<file path="src/hw/rtl/tbdp_ram.sv">
// Generic single-write, single-read RAM with registered read data.
module tbdp_ram #(
    parameter int WIDTH = 2,
    parameter int DEPTH = 16
) (
    input  logic                     clk,
    input  logic                     we,
    input  logic [$clog2(DEPTH)-1:0] waddr,
    input  logic [WIDTH-1:0]         wdata,
    input  logic                     re,
    input  logic [$clog2(DEPTH)-1:0] raddr,
    output logic [WIDTH-1:0]         rdata
);

    logic [WIDTH-1:0] mem [DEPTH];

    always_ff @(posedge clk)
    begin
        if (we)
            mem[waddr] <= wdata;
        if (re)
            rdata <= mem[raddr];
    end

endmodule

</file>
<file path="config.mk">
export PLATFORM = sky130hd
export DESIGN_NAME = tbdp_ram
export DESIGN_NICKNAME = d
export VERILOG_FILES = /design/src/hw/rtl/tbdp_ram.sv
export SDC_FILE = /design/constraint.sdc
export NUM_CORES = 1
export LEC_CHECK = 0
export BUFFER_PORTS_ARGS = -buffer_cell sky130_fd_sc_hd__buf_2
export CAP_MARGIN = 20
export CORE_ASPECT_RATIO = 1.75
export CORE_MARGIN = 3
export CORE_UTILIZATION = 52
export CTS_BUF_LIST = sky130_fd_sc_hd__clkbuf_8
export CTS_CLUSTER_DIAMETER = 30
export DETAILED_ROUTE_END_ITERATION = 8
export GPL_TIMING_DRIVEN = 0
export HOLD_SLACK_MARGIN = 0.03
export PLACE_DENSITY_LB_ADDON = 0.3
export SLEW_MARGIN = 20
export SYNTH_ARGS = -nofsm -noshare
export SYNTH_HDL_FRONTEND = slang
export SYNTH_SLANG_ARGS = --single-unit
</file>
<file path="constraint.sdc">
create_clock -name clk -period 4.6 [get_ports clk]
set_clock_uncertainty 0.05 [all_clocks]
set_input_delay 0.92 -clock clk [delete_from_list [all_inputs] [get_ports clk]]
set_output_delay 0.92 -clock clk [all_outputs]
set_load 0.02 [all_outputs]
</file>
Word-level counts from Yosys, hierarchy flattened. Memory sizes are Yosys's and may differ from the RTL's. A register that Yosys moved wholly into a read port is not among the register bits. Cells that the tools add are included.

Multiplexer cells: 2.

Operator list (count): 1-bit 2-to-1 mux (2).

Bits in registers: 0. RAM bits: 32. Bits of input ports: 13. Output and inout bits: 2. Logic and storage cells: 3. Memories: 1.

Memory list: mem (depth 16, width 2, rd ports 1, clocked after memory_dff 1, write ports 1, RTL line 15) `logic [WIDTH-1:0] mem [DEPTH];`.

Longest topological paths before layout.
Depth after elaboration: 2. Gate-level depth with buffers: 4.

Worst setup path after synthesis. No wires, ideal clock.

Kind: input to register. From: input raddr[0]. To: register rdata[1] (read register of mem), data pin. Arrival time: 1.787 ns. Required time: 4.289 ns. Setup slack: 2.501 ns. Stages on the path: 4. Buffers on the path: 1. Path through: buf_6 > mux4_2 > a22oi_1 > nand3_1.

RTL lines: start: declaration (RTL line 11) `input logic [$clog2(DEPTH)-1:0] raddr,`; end: declaration (RTL line 12) `output logic [WIDTH-1:0] rdata`.

Worst setup path after layout.
From: input waddr[2]. To: memory mem[0][1], enable pin.

RTL lines: start: declaration (RTL line 8) `input logic [$clog2(DEPTH)-1:0] waddr,`; end: declaration (RTL line 15).

Straight into the memory's write port.

==> results.py <==
metrics = {
    "worst_setup_path": {
        "critPathKind": "primary input to flop",
        "crit_fanout": 4,
        "reg2reg_depth": 3,
        "rr_endpoint": "rdata[0]",
        "timing.rr.start": "mem[1][0]",
        "start_kind": "primary input",
        "reg2reg_slack_ns": 3.13,
        "required_ns": 4.49,
        "crit_path_end_kind": "flop",
        "crit_arrival_ns": 1.87,
    },
    "synthesis": {
        "ys.flop_type": "edfxtp_1",
        "syn_nets": 91,
        "synth.avg_cell_area_um2": 17.9,
        "yosys.area.top_type_share_pct": 72.9,
        "synth-async-reset-ratio_pct": 0,
        "synthAdderAreaFrac_pct": 0,
        "synth-compound-area-share_pct": 1.07,
        "yosysMostFrequentCell": "edfxtp_1",
        "synth_commonest_cells": "edfxtp_1 (34), nor2_1 (13), nand3_1 (5)",
        "netlist_area_um2": 1400,
        "synth_area_leader_cell": "edfxtp_1",
        "ys_types": 14,
        "synthSimpleGateAreaFrac_pct": 11.0,
        "synth.mux.area_fraction_pct": 13.9,
        "synth-xor-area-share_pct": 0,
        "ys_seq_area_share_pct": 72.9,
        "synth-edff-count": 34,
        "yosys_warnings": 0,
        "syn_inst": 78,
        "ys_ff_latch": 34,
        "synthTopCellsByArea": "edfxtp_1 (73%), mux4_1 (7.5%), mux4_2 (6.4%), nor2_1 (3.5%), nand3_1 (1.8%)",
        "synth_top_family_by_area": "multiplexers",
    },
    "sta": {
        "max_freq_mhz": 506,
        "tightestPinTransition_ns": 0.421,
        "hold_slack_ns": 0.702,
        "period_needed_ns": 1.98,
        "fin_crit_sh_pct": 43.0,
        "relSlewSlack_pct": 71.9,
        "rsz0062_at_grt": "false",
        "slew_violations": 0,
        "setup_viol": 0,
        "hold_violations": 0,
        "tns_ns": 0,
    },
    "routing": {
        "wl_per_cell_um": 18.3,
        "drtIter0Drc": 18,
        "via_count": 741,
        "first_pass_iters": 5,
        "routed_via_density": 6.02,
        "ant_nets": 0,
        "wl_um": 2250,
        "drc_errors": 0,
    },
    "floorplan": {
        "num_rows": 24,
        "die_h_um": 74.6,
        "die_w_um": 45.2,
        "num_io_pins": 15,
        "die-area_um2": 3380,
        "initial_core_util_pct": 55.5,
        "core_um2": 2520,
    },
    "global_routing": {
        "grt_max_degree": 17,
        "grt-ovfl-total": 0,
        "grt_usage_pct": 16.1,
        "grt_antenna_before_repair": 0,
        "grt_pass1_vias": 768,
        "grt_pass1_wl_um": 3520,
    },
    "power": {
        "power_density_nw_per_um2": 373,
        "peakVddDrop_mv": 0.312,
        "power_uw": 586,
        "power.leakage_nw": 0.529,
    },
    "placed_design": {
        "hpwlAfterDp_um": 1670,
        "gp_congestion": 0.675,
        "io_buffers": 12,
    },
    "run": {
        "cap_violations": 0,
    },
    "worst_hold_path": {
        "hp-start": "mem[11][1]",
        "holdPathStages": 3,
        "holdPathEnd": "rdata[1]",
        "hold_path_class": "flop to flop",
    },
    "clocking": {
        "cts_setup_buffers": 0,
        "cts_hold_buffers": 0,
        "cts-resized-gates": 0,
        "clockBufferDepth": 2,
        "clkTransAtPathRegs_ns": 0.06,
        "cts.sinks": 34,
        "clkLatencyLatePin_ns": 0.28,
        "cts_tree": "built",
        "h-tree-depth": 2,
        "cts_buffers": 5,
        "clockRootBuffer": "clkbuf_8",
    },
    "status": {
        "status": "finished clean",
    },
    "finish": {
        "drive_gt1_share_pct": 25.8,
        "fin_nets": 110,
        "diodes": 0,
        "fin_util_pct": 62.3,
        "areaGrowthSynthToFinish_pct": 12.2,
    },
}
layer usage:
layer	GRT usage [%]	up-vias	part of all wire [%]
met1	16.3	363	35
met4	9.77	0	1.8
met3	5.02	4	5.5
met2	27.9	26	57
met5	0	-	0
li1	-	348	-
final cells by class:
class	count	area (µm²)
sequential	34	1020
fill	216	951
multi-input combinational	42	364
clock buffer	5	68.8
timing repair buffer	12	60.1
tap	26	32.5
buffer	2	15.0
clock inverter	2	10.0
worst max-delay path: stages:
cell,delay (ns)
buf_2,0.12
or3b_2,0.51
nor3_1,0.32
cell usage in the layout (no fill, tap or decap), types with 2 or more instances in the layout:
master     n
nand3_1    5
mux4_1     4
nand2_1    3
edfxtp_1  34
buf_2     12
nor2b_1    2
a22oi_1    2
nand2b_1   2
clkinv_2   2
nor2_1    13
nand3b_1   2
clkbuf_8   5
mux4_2     4
nor3_1     4
flip-flops by register name, indices dropped and copies added (netlist names):
register,count
rdata,2
mem,32
through the flow:
step,instance area (µm²),instances,worst slack (ns)
2_1_floorplan,1400,78,2.50
3_3_place_gp,1490,116,2.37
3_5_place_dp,1490,116,2.30
4_1_cts,1570,123,2.60
5_1_grt,1570,123,2.58
6_report,1570,123,2.62
kinds of logic (layout without fill, tap and decap cells):
| family | count (synthesis) | in the layout |
|---|---|---|
| buffers and inverters | 2 | 21 |
| multiplexers | 8 | 8 |
| AO/OA/AOI/OAI | 2 | 2 |
| flip-flops | 34 | 34 |
| AND/OR/NAND/NOR | 32 | 32 |
power by group:
part           internal, mW  switching (mW)  leakage (nW)  total (mW)
Sequential            0.349         0.00156         0.309       0.350
Clock                 0.101          0.0957        0.0438       0.197
Combinational        0.0166          0.0218         0.176      0.0385
Total                 0.467           0.119         0.529       0.586
how the worst max path moves through the flow:
stage	cells past startpoint	to	slack [ns]	from
finish	3	mem[0][1]	2.62	waddr[2]
global route	4	rdata[0]	2.58	raddr[1]
CTS	4	rdata[0]	2.60	raddr[1]
detailed placement	4	rdata[0]	2.30	raddr[1]
global placement	4	rdata[1]	2.37	raddr[1]
floorplan	4	rdata[1]	2.50	raddr[0]
Note: power is estimated with default switching activity, not from simulation.
